<file path="src/rtl/sbm_pkg.sv">
`default_nettype none

package sbm_pkg;

    // front-to-back queue
    localparam int QUEUE_DEPTH = 2;
    localparam int QPTR_W      = $clog2(QUEUE_DEPTH);
    localparam int QCNT_W      = $clog2(QUEUE_DEPTH + 1);

    // configuration port
    localparam int CFG_INDEX_W = 3;
    localparam int CFG_DATA_W  = 18;

    localparam logic [CFG_INDEX_W-1:0] REG_PRG_BANKS         = 3'd0;
    localparam logic [CFG_INDEX_W-1:0] REG_PRG_ROM_PRESENT   = 3'd1;
    localparam logic [CFG_INDEX_W-1:0] REG_PRG_RAM_PRESENT   = 3'd2;
    localparam logic [CFG_INDEX_W-1:0] REG_PRG_RAM_SIZE_LOG2 = 3'd3;
    localparam logic [CFG_INDEX_W-1:0] REG_CHR_ROM_PRESENT   = 3'd4;
    localparam logic [CFG_INDEX_W-1:0] REG_CHR_RAM_PRESENT   = 3'd5;
    localparam logic [CFG_INDEX_W-1:0] REG_CHR_SIZE_BYTES    = 3'd6;

    // access kinds
    localparam logic [1:0] KIND_CPU_RD = 2'd0;
    localparam logic [1:0] KIND_CPU_WR = 2'd1;
    localparam logic [1:0] KIND_PPU_RD = 2'd2;
    localparam logic [1:0] KIND_PPU_WR = 2'd3;

    // serial load destinations, bus address bits 14:13
    localparam logic [1:0] DEST_CONTROL  = 2'd0;
    localparam logic [1:0] DEST_CHR_LOW  = 2'd1;
    localparam logic [1:0] DEST_CHR_HIGH = 2'd2;
    localparam logic [1:0] DEST_PRG      = 2'd3;

    // PRG banking modes, control bits 3:2
    localparam logic [1:0] PRG_MODE_32K_A     = 2'd0;
    localparam logic [1:0] PRG_MODE_32K_B     = 2'd1;
    localparam logic [1:0] PRG_MODE_FIX_FIRST = 2'd2;

    localparam logic [4:0]  SHIFT_RESET     = 5'h10;
    localparam logic [4:0]  CONTROL_RESET   = 5'h0C;
    localparam logic [2:0]  LOAD_LAST       = 3'd4;
    localparam logic [15:0] RAM_WINDOW_BASE = 16'h6000;
    localparam logic [15:0] ROM_BASE        = 16'h8000;
    localparam logic [3:0]  RAM_LOG2_MAX    = 4'd13;

    typedef enum logic [2:0] {
        TGT_NONE       = 3'd0,
        TGT_PRG_ROM_RD = 3'd1,
        TGT_PRG_RAM_RD = 3'd2,
        TGT_PRG_RAM_WR = 3'd3,
        TGT_CHR_ROM_RD = 3'd4,
        TGT_CHR_RAM_RD = 3'd5,
        TGT_CHR_RAM_WR = 3'd6,
        TGT_REG_WR     = 3'd7
    } target_t;

    typedef enum logic [2:0] {
        CLS_NONE    = 3'd0,
        CLS_PRG_ROM = 3'd1,
        CLS_RAM_RD  = 3'd2,
        CLS_RAM_WR  = 3'd3,
        CLS_REG_WR  = 3'd4,
        CLS_CHR_RD  = 3'd5,
        CLS_CHR_WR  = 3'd6
    } access_cls_t;

    typedef struct packed {
        logic [1:0]  kind;
        logic [15:0] bus_address;
        logic [7:0]  write_byte;
    } req_t;

    typedef struct packed {
        logic [2:0]  target;
        logic [21:0] mem_address;
    } rsp_t;

    typedef struct packed {
        logic [7:0]  prg_banks;
        logic        prg_rom_present;
        logic        prg_ram_present;
        logic [3:0]  prg_ram_size_log2;
        logic        chr_rom_present;
        logic        chr_ram_present;
        logic [17:0] chr_size_bytes;
    } cfg_t;

    typedef struct packed {
        access_cls_t cls;
        logic [15:0] bus_address;
        logic [12:0] ram_offset;
        logic        load_reset;
        logic        load_bit;
    } queue_item_t;

endpackage

`default_nettype wire

</file>
<file path="src/rtl/sbm_front.sv">
`default_nettype none

module sbm_front (
    input  sbm_pkg::req_t        req,
    input  sbm_pkg::cfg_t        cfg,
    output sbm_pkg::queue_item_t item
);
    import sbm_pkg::*;

    logic        in_rom_area;
    logic        ram_window;
    logic [3:0]  ram_log2;
    logic [12:0] ram_mask;

    assign in_rom_area = (req.bus_address >= ROM_BASE);
    assign ram_window  = (req.bus_address >= RAM_WINDOW_BASE) && !in_rom_area;
    assign ram_log2    = (cfg.prg_ram_size_log2 > RAM_LOG2_MAX) ? RAM_LOG2_MAX
                                                                : cfg.prg_ram_size_log2;

    always_comb
    begin
        for (int i = 0; i < 13; i++)
        begin
            ram_mask[i] = (4'(i) < ram_log2);
        end
    end

    always_comb
    begin
        item.cls         = CLS_NONE;
        item.bus_address = req.bus_address;
        // inside the window the offset from the base is just the low 13 bits
        item.ram_offset  = req.bus_address[12:0] & ram_mask;
        item.load_reset  = req.write_byte[7];
        item.load_bit    = req.write_byte[0];
        case (req.kind)
            KIND_CPU_RD:
            begin
                if (cfg.prg_rom_present && in_rom_area)
                    item.cls = CLS_PRG_ROM;
                else if (cfg.prg_ram_present && ram_window)
                    item.cls = CLS_RAM_RD;
            end
            KIND_CPU_WR:
            begin
                if (in_rom_area)
                    item.cls = CLS_REG_WR;
                else if (cfg.prg_ram_present && ram_window)
                    item.cls = CLS_RAM_WR;
            end
            KIND_PPU_RD: item.cls = CLS_CHR_RD;
            KIND_PPU_WR: item.cls = CLS_CHR_WR;
            default:     item.cls = CLS_NONE;
        endcase
    end

endmodule

`default_nettype wire

</file>
<file path="src/rtl/sbm_queue.sv">
`default_nettype none

module sbm_queue (
    input  wire                  clk,
    input  wire                  rst_n,
    input  wire                  push_valid,
    input  sbm_pkg::queue_item_t push_item,
    output logic                 full,
    output logic                 head_valid,
    output sbm_pkg::queue_item_t head_item,
    input  wire                  pop
);
    import sbm_pkg::*;

    queue_item_t         entry_reg [QUEUE_DEPTH];
    logic [QPTR_W-1:0]   wr_ptr_reg, wr_ptr_next;
    logic [QPTR_W-1:0]   rd_ptr_reg, rd_ptr_next;
    logic [QCNT_W-1:0]   count_reg, count_next;
    logic                push;
    logic                pop_ok;

    assign full       = (count_reg == QCNT_W'(QUEUE_DEPTH));
    assign head_valid = (count_reg != '0);
    assign head_item  = entry_reg[rd_ptr_reg];
    assign push       = push_valid && !full;
    assign pop_ok     = pop && head_valid;

    always_comb
    begin
        wr_ptr_next = wr_ptr_reg;
        rd_ptr_next = rd_ptr_reg;
        count_next  = count_reg;
        if (push)
            wr_ptr_next = (wr_ptr_reg == QPTR_W'(QUEUE_DEPTH - 1)) ? '0
                                                                  : wr_ptr_reg + 1'b1;
        if (pop_ok)
            rd_ptr_next = (rd_ptr_reg == QPTR_W'(QUEUE_DEPTH - 1)) ? '0
                                                                  : rd_ptr_reg + 1'b1;
        if (push && !pop_ok)
            count_next = count_reg + 1'b1;
        else if (pop_ok && !push)
            count_next = count_reg - 1'b1;
    end

    always_ff @(posedge clk or negedge rst_n)
    begin
        if (!rst_n)
        begin
            wr_ptr_reg <= '0;
            rd_ptr_reg <= '0;
            count_reg  <= '0;
        end
        else
        begin
            wr_ptr_reg <= wr_ptr_next;
            rd_ptr_reg <= rd_ptr_next;
            count_reg  <= count_next;
        end
    end

    always_ff @(posedge clk)
    begin
        if (push)
            entry_reg[wr_ptr_reg] <= push_item;
    end

    a_count_bound: assert property (@(posedge clk) disable iff (!rst_n)
        count_reg <= QCNT_W'(QUEUE_DEPTH))
        else $error("queue count beyond depth");

endmodule

`default_nettype wire

</file>
<file path="src/rtl/sbm_back.sv">
`default_nettype none

module sbm_back (
    input  wire                  clk,
    input  wire                  rst_n,
    input  sbm_pkg::cfg_t        cfg,
    input  wire                  head_valid,
    input  sbm_pkg::queue_item_t head_item,
    output logic                 pop,
    output logic                 rsp_valid,
    output sbm_pkg::rsp_t        rsp,
    input  wire                  rsp_stall
);
    import sbm_pkg::*;

    logic [4:0]  shift_reg, shift_next;
    logic [2:0]  bits_loaded_reg, bits_loaded_next;
    logic [4:0]  control_reg, control_next;
    logic [4:0]  chr_low_reg, chr_low_next;
    logic [4:0]  chr_high_reg, chr_high_next;
    logic [4:0]  prg_select_reg, prg_select_next;
    logic        rsp_valid_reg, rsp_valid_next;
    rsp_t        rsp_reg;

    logic [15:0] addr;
    logic [3:0]  prg_bank;
    logic [7:0]  last_bank;
    logic [21:0] prg_map;
    logic        prg_hit;
    logic [16:0] chr_map;
    logic        chr_fits;
    logic [4:0]  shifted;
    rsp_t        result;

    assign pop       = head_valid && (!rsp_valid_reg || !rsp_stall);
    assign rsp_valid = rsp_valid_reg;
    assign rsp       = rsp_reg;

    assign addr      = head_item.bus_address;
    assign prg_bank  = prg_select_reg[3:0];
    assign last_bank = cfg.prg_banks - 8'd1;

    always_comb
    begin
        case (control_reg[3:2])
            PRG_MODE_32K_A, PRG_MODE_32K_B:
                prg_map = {4'b0, prg_bank[3:1], addr[14:0]};
            PRG_MODE_FIX_FIRST:
                prg_map = addr[14] ? {4'b0, prg_bank, addr[13:0]}
                                   : {8'b0, addr[13:0]};
            default:
                prg_map = addr[14] ? {last_bank, addr[13:0]}
                                   : {4'b0, prg_bank, addr[13:0]};
        endcase
    end

    // ROM holds bank_count * 16KB
    assign prg_hit = (prg_map < {cfg.prg_banks, 14'b0});

    always_comb
    begin
        if (!control_reg[4])
            chr_map = {chr_low_reg[4:1], addr[12:0]};
        else if (addr[15:12] == 4'd0)
            chr_map = {chr_low_reg, addr[11:0]};
        else
            chr_map = {chr_high_reg, addr[11:0]};
    end

    assign chr_fits = ({1'b0, chr_map} < cfg.chr_size_bytes);

    always_comb
    begin
        result.target      = TGT_NONE;
        result.mem_address = '0;
        case (head_item.cls)
            CLS_PRG_ROM:
            begin
                if (prg_hit)
                begin
                    result.target      = TGT_PRG_ROM_RD;
                    result.mem_address = prg_map;
                end
            end
            CLS_RAM_RD:
            begin
                result.target      = TGT_PRG_RAM_RD;
                result.mem_address = {9'b0, head_item.ram_offset};
            end
            CLS_RAM_WR:
            begin
                result.target      = TGT_PRG_RAM_WR;
                result.mem_address = {9'b0, head_item.ram_offset};
            end
            CLS_REG_WR:
                result.target = TGT_REG_WR;
            CLS_CHR_RD:
            begin
                if (cfg.chr_rom_present && chr_fits)
                begin
                    result.target      = TGT_CHR_ROM_RD;
                    result.mem_address = {5'b0, chr_map};
                end
                else if (cfg.chr_ram_present && chr_fits)
                begin
                    result.target      = TGT_CHR_RAM_RD;
                    result.mem_address = {5'b0, chr_map};
                end
            end
            CLS_CHR_WR:
            begin
                if (cfg.chr_ram_present && chr_fits)
                begin
                    result.target      = TGT_CHR_RAM_WR;
                    result.mem_address = {5'b0, chr_map};
                end
            end
            default:
            begin
                result.target      = TGT_NONE;
                result.mem_address = '0;
            end
        endcase
    end

    assign shifted = {head_item.load_bit, shift_reg[4:1]};

    // serial loader
    always_comb
    begin
        shift_next       = shift_reg;
        bits_loaded_next = bits_loaded_reg;
        control_next     = control_reg;
        chr_low_next     = chr_low_reg;
        chr_high_next    = chr_high_reg;
        prg_select_next  = prg_select_reg;
        if (pop && (head_item.cls == CLS_REG_WR))
        begin
            if (head_item.load_reset)
            begin
                shift_next       = SHIFT_RESET;
                bits_loaded_next = '0;
                control_next     = control_reg | CONTROL_RESET;
            end
            else if (bits_loaded_reg == LOAD_LAST)
            begin
                shift_next       = SHIFT_RESET;
                bits_loaded_next = '0;
                case (addr[14:13])
                    DEST_CONTROL:  control_next    = shifted;
                    DEST_CHR_LOW:  chr_low_next    = shifted;
                    DEST_CHR_HIGH: chr_high_next   = shifted;
                    DEST_PRG:      prg_select_next = shifted;
                    default:       prg_select_next = shifted;
                endcase
            end
            else
            begin
                shift_next       = shifted;
                bits_loaded_next = bits_loaded_reg + 3'd1;
            end
        end
    end

    always_comb
    begin
        rsp_valid_next = rsp_valid_reg;
        if (pop)
            rsp_valid_next = 1'b1;
        else if (!rsp_stall)
            rsp_valid_next = 1'b0;
    end

    always_ff @(posedge clk or negedge rst_n)
    begin
        if (!rst_n)
        begin
            shift_reg       <= SHIFT_RESET;
            bits_loaded_reg <= '0;
            control_reg     <= CONTROL_RESET;
            chr_low_reg     <= '0;
            chr_high_reg    <= '0;
            prg_select_reg  <= '0;
            rsp_valid_reg   <= 1'b0;
        end
        else
        begin
            shift_reg       <= shift_next;
            bits_loaded_reg <= bits_loaded_next;
            control_reg     <= control_next;
            chr_low_reg     <= chr_low_next;
            chr_high_reg    <= chr_high_next;
            prg_select_reg  <= prg_select_next;
            rsp_valid_reg   <= rsp_valid_next;
        end
    end

    always_ff @(posedge clk)
    begin
        if (pop)
            rsp_reg <= result;
    end

    a_loader_count: assert property (@(posedge clk) disable iff (!rst_n)
        bits_loaded_reg <= LOAD_LAST)
        else $error("serial loader count out of range");

    a_loader_reset: assert property (@(posedge clk) disable iff (!rst_n)
        (pop && (head_item.cls == CLS_REG_WR) && head_item.load_reset)
        |=> (control_reg[3:2] == 2'b11) && (bits_loaded_reg == 3'd0))
        else $error("loader reset did not force fixed-last PRG mode");

    a_none_zero: assert property (@(posedge clk) disable iff (!rst_n)
        (rsp_valid_reg && ((rsp_reg.target == TGT_NONE) || (rsp_reg.target == TGT_REG_WR)))
        |-> (rsp_reg.mem_address == 22'd0))
        else $error("nonzero address on an unmapped or register result");

endmodule

`default_nettype wire

</file>
<file path="src/rtl/serial_bank_mapper.sv">
// Serial bank mapper: translates one CPU or PPU bus access per transfer.
// Request channel: req_valid / req_stall carry req (kind, bus_address,
// write_byte). Response channel: rsp_valid / rsp_stall carry rsp (target,
// mem_address). Each request gives exactly one response, in order.
// A request is written into a queue entry; the back end then registers its
// result in the response register that drives rsp_valid.
// Throughput: one access per cycle while rsp_stall is low. The front end
// classifies the access into a two-entry queue; the back end applies bank
// registers and the serial loader and registers the result, so a new
// request is taken while a finished response waits.
// When the receiver stalls, the held response stays in place, the queue
// fills and req_stall rises once both queue entries are occupied.
// Configuration: cfg_write, cfg_index, cfg_data write one register per
// cycle; write only while no request is in flight. Unknown indexes are ignored.
// Reset (rst_n low, asynchronous) empties the queue, drops rsp_valid,
// reloads the bank registers (control 0x0C, loader empty) and restores the
// configuration defaults: 2 PRG banks, PRG ROM and RAM present, 8KB RAM,
// 8KB CHR ROM.
`default_nettype none

module serial_bank_mapper (
    input  wire                                   clk,
    input  wire                                   rst_n,
    input  wire                                   req_valid,
    output logic                                  req_stall,
    input  sbm_pkg::req_t                         req,
    output logic                                  rsp_valid,
    input  wire                                   rsp_stall,
    output sbm_pkg::rsp_t                         rsp,
    input  wire                                   cfg_write,
    input  wire [sbm_pkg::CFG_INDEX_W-1:0]        cfg_index,
    input  wire [sbm_pkg::CFG_DATA_W-1:0]         cfg_data
);
    import sbm_pkg::*;

    cfg_t        cfg_reg, cfg_next;
    queue_item_t front_item;
    queue_item_t head_item;
    logic        queue_full;
    logic        head_valid;
    logic        pop;

    always_comb
    begin
        cfg_next = cfg_reg;
        if (cfg_write)
        begin
            case (cfg_index)
                REG_PRG_BANKS:         cfg_next.prg_banks         = cfg_data[7:0];
                REG_PRG_ROM_PRESENT:   cfg_next.prg_rom_present   = cfg_data[0];
                REG_PRG_RAM_PRESENT:   cfg_next.prg_ram_present   = cfg_data[0];
                REG_PRG_RAM_SIZE_LOG2: cfg_next.prg_ram_size_log2 = cfg_data[3:0];
                REG_CHR_ROM_PRESENT:   cfg_next.chr_rom_present   = cfg_data[0];
                REG_CHR_RAM_PRESENT:   cfg_next.chr_ram_present   = cfg_data[0];
                REG_CHR_SIZE_BYTES:    cfg_next.chr_size_bytes    = cfg_data[17:0];
                default:               cfg_next = cfg_reg;
            endcase
        end
    end

    always_ff @(posedge clk or negedge rst_n)
    begin
        if (!rst_n)
        begin
            cfg_reg.prg_banks         <= 8'd2;
            cfg_reg.prg_rom_present   <= 1'b1;
            cfg_reg.prg_ram_present   <= 1'b1;
            cfg_reg.prg_ram_size_log2 <= 4'd13;
            cfg_reg.chr_rom_present   <= 1'b1;
            cfg_reg.chr_ram_present   <= 1'b0;
            cfg_reg.chr_size_bytes    <= 18'd8192;
        end
        else
        begin
            cfg_reg <= cfg_next;
        end
    end

    assign req_stall = queue_full;

    sbm_front u_front (
        .req  (req),
        .cfg  (cfg_reg),
        .item (front_item)
    );

    sbm_queue u_queue (
        .clk        (clk),
        .rst_n      (rst_n),
        .push_valid (req_valid),
        .push_item  (front_item),
        .full       (queue_full),
        .head_valid (head_valid),
        .head_item  (head_item),
        .pop        (pop)
    );

    sbm_back u_back (
        .clk        (clk),
        .rst_n      (rst_n),
        .cfg        (cfg_reg),
        .head_valid (head_valid),
        .head_item  (head_item),
        .pop        (pop),
        .rsp_valid  (rsp_valid),
        .rsp        (rsp),
        .rsp_stall  (rsp_stall)
    );

endmodule

`default_nettype wire

</file>
<file path="config.mk">
export PLATFORM = sky130hd
export DESIGN_NAME = serial_bank_mapper
export DESIGN_NICKNAME = d
export VERILOG_FILES = /design/src/rtl/sbm_pkg.sv /design/src/rtl/sbm_front.sv /design/src/rtl/sbm_queue.sv /design/src/rtl/sbm_back.sv /design/src/rtl/serial_bank_mapper.sv
export SDC_FILE = /design/constraint.sdc
export NUM_CORES = 1
export LEC_CHECK = 0
export ABC_AREA = 1
export ABC_CLOCK_PERIOD_IN_PS = 4500
export BUFFER_PORTS_ARGS = -buffer_cell sky130_fd_sc_hd__buf_2
export CAP_MARGIN = 25
export CORE_AREA = 2 2 145 91
export CTS_CLUSTER_SIZE = 12
export DETAILED_ROUTE_END_ITERATION = 8
export DIE_AREA = 0 0 147 93
export PLACE_DENSITY_LB_ADDON = 0.12
export SYNTH_ARGS = -nofsm -noshare
export SYNTH_HDL_FRONTEND = slang
export SYNTH_SLANG_ARGS = --single-unit
</file>
<file path="constraint.sdc">
create_clock -name clk -period 4.5 [get_ports clk]
set_input_delay 0 -clock clk [delete_from_list [all_inputs] [get_ports clk]]
set_output_delay 0 -clock clk [all_outputs]
set_load 0.05 [all_outputs]
</file>
After elaboration in Yosys (flattened, before gate mapping)
Memories as Yosys holds them, arrays and structs flattened.
Index checks and enable logic that the tools add are counted.
- flip-flop bits (word level): 91
- bits in writable memories: 68
- input bits: 52
- output and inout port bits: 27
- word-level logic and storage cells: 143
- memories kept: 1
- add/subtract/negate cells: 6
- magnitude comparators: 18
- equal/unequal tests: 23
- muxes and demuxes: 32
- bitwise logic cells: 2
- reduce and logical (&&, ||, !) cells: 41
- memories (name ; words ; bits a word ; read ports ; clocked after Yosys merged registers in ; wr ports ; line ; text):
    u_queue.entry_reg ; 2 ; 34 ; 1 ; 0 ; 1 ; sbm_queue.sv:15 ; queue_item_t entry_reg [QUEUE_DEPTH];
- operators with widths (operator ; count):
    22-bit case mux with 4 select lines ; 1
    25-bit two-way mux ; 3
    22-bit case mux with 2 select lines ; 1
    17-bit two-way mux ; 2
    23-bit two-way mux ; 1
    22-bit less-than comparator ; 1
    22-bit two-way mux ; 1
    3-bit == test (second input constant) ; 7
    4-bit less-than comparator (first input constant) ; 5
    17-bit by 18-bit less-than comparator with 1-bit output ; 1
    18-bit two-way mux ; 1
    3-bit case mux with 6 select lines ; 1
    16-bit by 15-bit >= comparator with 1-bit output (second input constant) ; 1
    16-bit >= comparator (second input constant) ; 1
    3-bit by 4-bit less-than comparator with 1-bit output (first input constant) ; 4
    4-bit two-way mux ; 4
    4-bit AND reduction ; 4
    2-bit AND reduction ; 7
    13-bit bitwise AND ; 1
    2-bit == test (second input constant) ; 6
    3-bit by 2-bit == test with 1-bit output (second input constant) ; 4
    3-bit two-way mux ; 4
    3-bit case mux with 4 select lines ; 1
    1-bit logical AND ; 11
    other kinds (23) ; 49

Longest topological paths before layout
An unclocked memory read counts as a cell.
- depth after elaboration: 9
- gate-level depth with buffers: 23
- mapped depth without buffers: 21

Cells and area by module
From an unflattened synthesis, not the netlist that was laid out.
- cell total of the unflattened synthesis: 808
- area total of the unflattened synthesis: 7679.9 um2
- modules (own cells, without submodules) (module ; times used ; cells each ; area an instance (um2) ; seq. area each (um2)):
    sbm_back ; 1 ; 376 ; 3134.3 ; 1380.1
    sbm_queue ; 1 ; 209 ; 2775.2 ; 2142.1
    serial_bank_mapper ; 1 ; 160 ; 1425.1 ; 860.8
    sbm_front ; 1 ; 63 ; 345.3 ; 0.0

Worst setup path before layout
OpenSTA, ideal clock, no wires.
- path kind: register to register
- from: register u_queue.rd_ptr_reg
- to: register u_back.rsp_reg, in the netlist u_back.rsp[11], data pin
- library setup time: 252 ps
- data arrival time: 2585 ps
- required time: 4248 ps
- setup slack: 1663 ps
- cell stages (with the launch flop): 24
- buffers on the path: 2
- clock period less this slack: 2837 ps
- cell sequence: dfrtp_1 buf_6 inv_4 nand2_1 nand2_1 inv_1 and2_1 nand2_1 nand2_1 nand2_1 nand2_1 ha_1 nand2_1 nor2_1 nand2_1 nor2_1 nand2_1 nand4_1 nor2_1 nor2_1 nand2_2 buf_6 nand2_1 nand2_1
- RTL lines (item ; line ; text):
    start: declaration ; sbm_queue.sv:17 ; logic [QPTR_W-1:0] rd_ptr_reg, rd_ptr_next;
    start signal: assignment ; sbm_queue.sv:56 ; rd_ptr_reg <= rd_ptr_next;
    end signal: assignment ; sbm_back.sv:201 ; rsp_reg <= result;
    end: declaration ; sbm_back.sv:23 ; rsp_t rsp_reg;

==> results.yml <==
logic_synthesis:
  async_flop_share_pct: 40.4
  synth_edf_count: 93
  synth_seq_cells: 156
  synth_top_family_by_area: "simple AND/OR/NAND/NOR gates"
  syn_area_mm2: 0.00724
  syn_inst: 741
  synth_fa_ha_area_share_pct: 4.66
  syn_nets: 820
  syn_avg_cell_area_um2: 9.77
  synthMuxAreaShare_pct: 0.466
  synth_ff_type: "edfxtp_1"
  ys_seq_area_share_pct: 60.5
  synthSimpleGateAreaFrac_pct: 19.8
  synth_warnings: 0
  synth_compound_area_share_pct: 7.79
  ys_types: 45
  synth_xor_area_share_pct: 1.21
sta:
  skew_ps: 10.1
  tightest_slew_ps: 851
  finalSetupViolCount: 0
  relSlewSlack_pct: 43.2
  max_clock_freq_mhz: 269
  period_minus_slack_ps: 3720
  timing.final.crit_share_pct: 82.7
  finalMaxSlewViolations: 0
  tns_ps: 0
  rsz0062_at_grt: "false"
  hold_viol: 0
die:
  core_mm2: 0.0124
  dieArea_mm2: 0.0137
  die_w_um: 147
  rows: 32
  floorplan.initialDensity_pct: 58.4
  ios: 79
  die_y_um: 93
worst_hold_path:
  hold_class: "input port to register"
finish:
  syn_to_final_growth_pct: 23.3
  largest_register_ffs: 68
  drive_gt1_share_pct: 16.5
  layout.nets: 948
  fin_util_pct: 71.9
  antenna-diode-count: 0
grt:
  antenna_found_initial: 0
  grt_max_degree: 64
  grt_pass1_wl_um: 27200
  grt_pass1_vias: 5514
  grtUsageTotal_pct: 26.3
  overflow: 0
detailed_routing:
  dr_wl_met2_um: 7640
  drt_iter0_markers: 483
  top_layer: "met4"
  met3_length_um: 1130
  route.layer.met1.wl_um: 7940
  wl_per_cell_um: 16.1
  ant_nets: 0
  drt_first_pass_iters: 5
  drt_wl_total_um: 16900
  drc: 0
  routed-via-count: 5615
  routed_via_density: 5.34
worst_setup_path:
  critPathSlowestCell: "dfrtp_1"
  cpPeakStageDelay_ps: 550
  crit_fanout: 20
  reg2reg_slack_ps: 780
  startpoint: "u_queue.rd_ptr_reg$_DFFE_PN0P_"
  critPathRequiredTime_ps: 4680
  rr_worst_depth: 21
  cp.arrival_ps: 3900
  end_kind: "register"
  crit_end: "u_back.rsp[0]$_DFFE_PP_"
  path_class: "register to register"
  crit_chain: "inv_4 > buf_4 > nand2_1 > nand2_1 > nor2_1 > nand2_1 > nand2_1 > nand2_1 > nand2_1 > ha_1 > nand2_1 > nor2_1 > nand2_1 > nor2_1 > nand2_1 > nand4_1 > nor2_1 > nor2_1 > nand2_2 > nand2_1 > nand2_1"
  reg2reg_to: "u_back.rsp[0]$_DFFE_PP_"
  r2r-start: "u_queue.rd_ptr_reg$_DFFE_PN0P_"
  path_common_cell: "nand2_1"
  worst_setup_path_start_kind: "register"
pwr:
  leakagePower_nw: 4.21
  pwr_density_cell_mw_per_mm2: 669
  total_power_mw: 5.97
  peakVddDrop_mv: 0.482
clocking:
  cts.sinks: 156
  cts_buffers: 17
  tritoncts: "built"
  clk_pin_slew_ps: 60
  clockBufferDepth: 2
  clock_latency_ps: 420
  cts_resized: 0
  h-tree-depth: 4
  ctsHoldBuffers: 44
  cts_setup_buffers: 0
  cts_root_buf: "clkbuf_16"
placement:
  portBuffers: 72
  dp_hpwl_um: 11500
  gp_congestion: 0.908
job:
  drv_cap: 0
run_status:
  status: "finished clean"
[synth_stat cells (11+ instances only)]
library cell,n,share of area [%]
inv_1,83,4.3
a21oi_1,30,2.1
o21ai_1,16,1.1
nand2_1,240,12
nor2_1,49,2.5
o21ai_0,32,2.2
ha_1,27,4.7
dfrtp_1,52,18
nand3_1,23,1.6
dfstp_2,11,4.0
edfxtp_1,93,39
[kinds of logic after synthesis]
family	after synthesis
XOR/XNOR	10
buffers and inverters	102
AO/OA/AOI/OAI	101
AND/OR/NAND/NOR	342
multiplexers	3
flip-flops	156
adder cells (fa/ha/maj)	27
[layer usage]
layer / global-route usage [%] / vias to the layer above
li1: - / 2706
met1: 38.2 / 2657
met2: 41.0 / 226
met3: 4.73 / 26
met4: 8.01 / 0
met5: 0 / -
[per-stage QoR]
stage | instance area (um^2) | setup slack [ps] | instances | hold slack [ps]
global route | 8930 | 402 | 1051 | 36.6
detailed placement | 7820 | 842 | 974 | 195
floorplan | 7240 | 1660 | 741 | -296
CTS | 8880 | 816 | 1049 | 10.1
finish | 8930 | 780 | 1051 | 31.2
global placement | 7780 | 960 | 972 | 189
[how the worst min path moves through the flow]
| stage | endpoint | cells past startpoint | slack (ps) | start |
|---|---|---|---|---|
| 4_1_cts | u_queue.entry_reg[1][31]$_DFFE_PP_ | 3 | 10 | req[24] |
| 2_1_floorplan | cfg_reg[0]$_DFFE_PN0P_ | 0 | -300 | rst_n |
| 5_1_grt | u_queue.entry_reg[1][31]$_DFFE_PP_ | 3 | 40 | req[24] |
| 6_report | u_queue.entry_reg[1][31]$_DFFE_PP_ | 3 | 30 | req[24] |
| 3_3_place_gp | u_queue.entry_reg[1][0]$_DFFE_PP_ | 1 | 190 | req[0] |
| 3_5_place_dp | u_queue.entry_reg[0][1]$_DFFE_PP_ | 1 | 200 | req[7] |
[power breakdown]
group          internal, mW  switching, mW  leakage, nW  total [mW]
logic                 0.629           1.62         2.25        2.25
clock network         0.928          0.582        0.295        1.51
registers              2.03          0.181         1.66        2.21
total                  3.59           2.39         4.21        5.97
[final cells by class]
class,instances,area (um^2)
fill,905,3480
tap,170,213
inverter,87,329
multi-input combinational,483,2470
clock inverter,14,194
clock buffer,17,425
sequential,156,4380
timing repair buffer,124,917
[cell usage in the layout (no fill, tap or decap), types with 3 or more instances in the layout]
master	count
nand2_2	6
clkbuf_16	17
ha_1	27
buf_4	4
nor2_1	47
dfstp_2	11
o22ai_1	4
buf_2	72
o21ai_1	16
nand4_1	4
inv_2	3
o21ai_0	32
nor3_1	8
nand2_1	240
dlygate4sd3_1	44
nor2_2	3
bufinv_16	4
nand3_1	23
o21a_1	3
a21oi_1	30
xor2_1	8
dfrtp_1	52
clkinvlp_4	3
edfxtp_1	93
a31oi_1	7
inv_1	83
[worst max-delay path, delay by kind of cell (launching register included)]
kind	cells	cell delay, ps
and+or+nand+nor	18	2050
buffers and inverters	2	560
DFF	1	550
adders and majority gates	1	300
(Power assumes the default switching activity.)
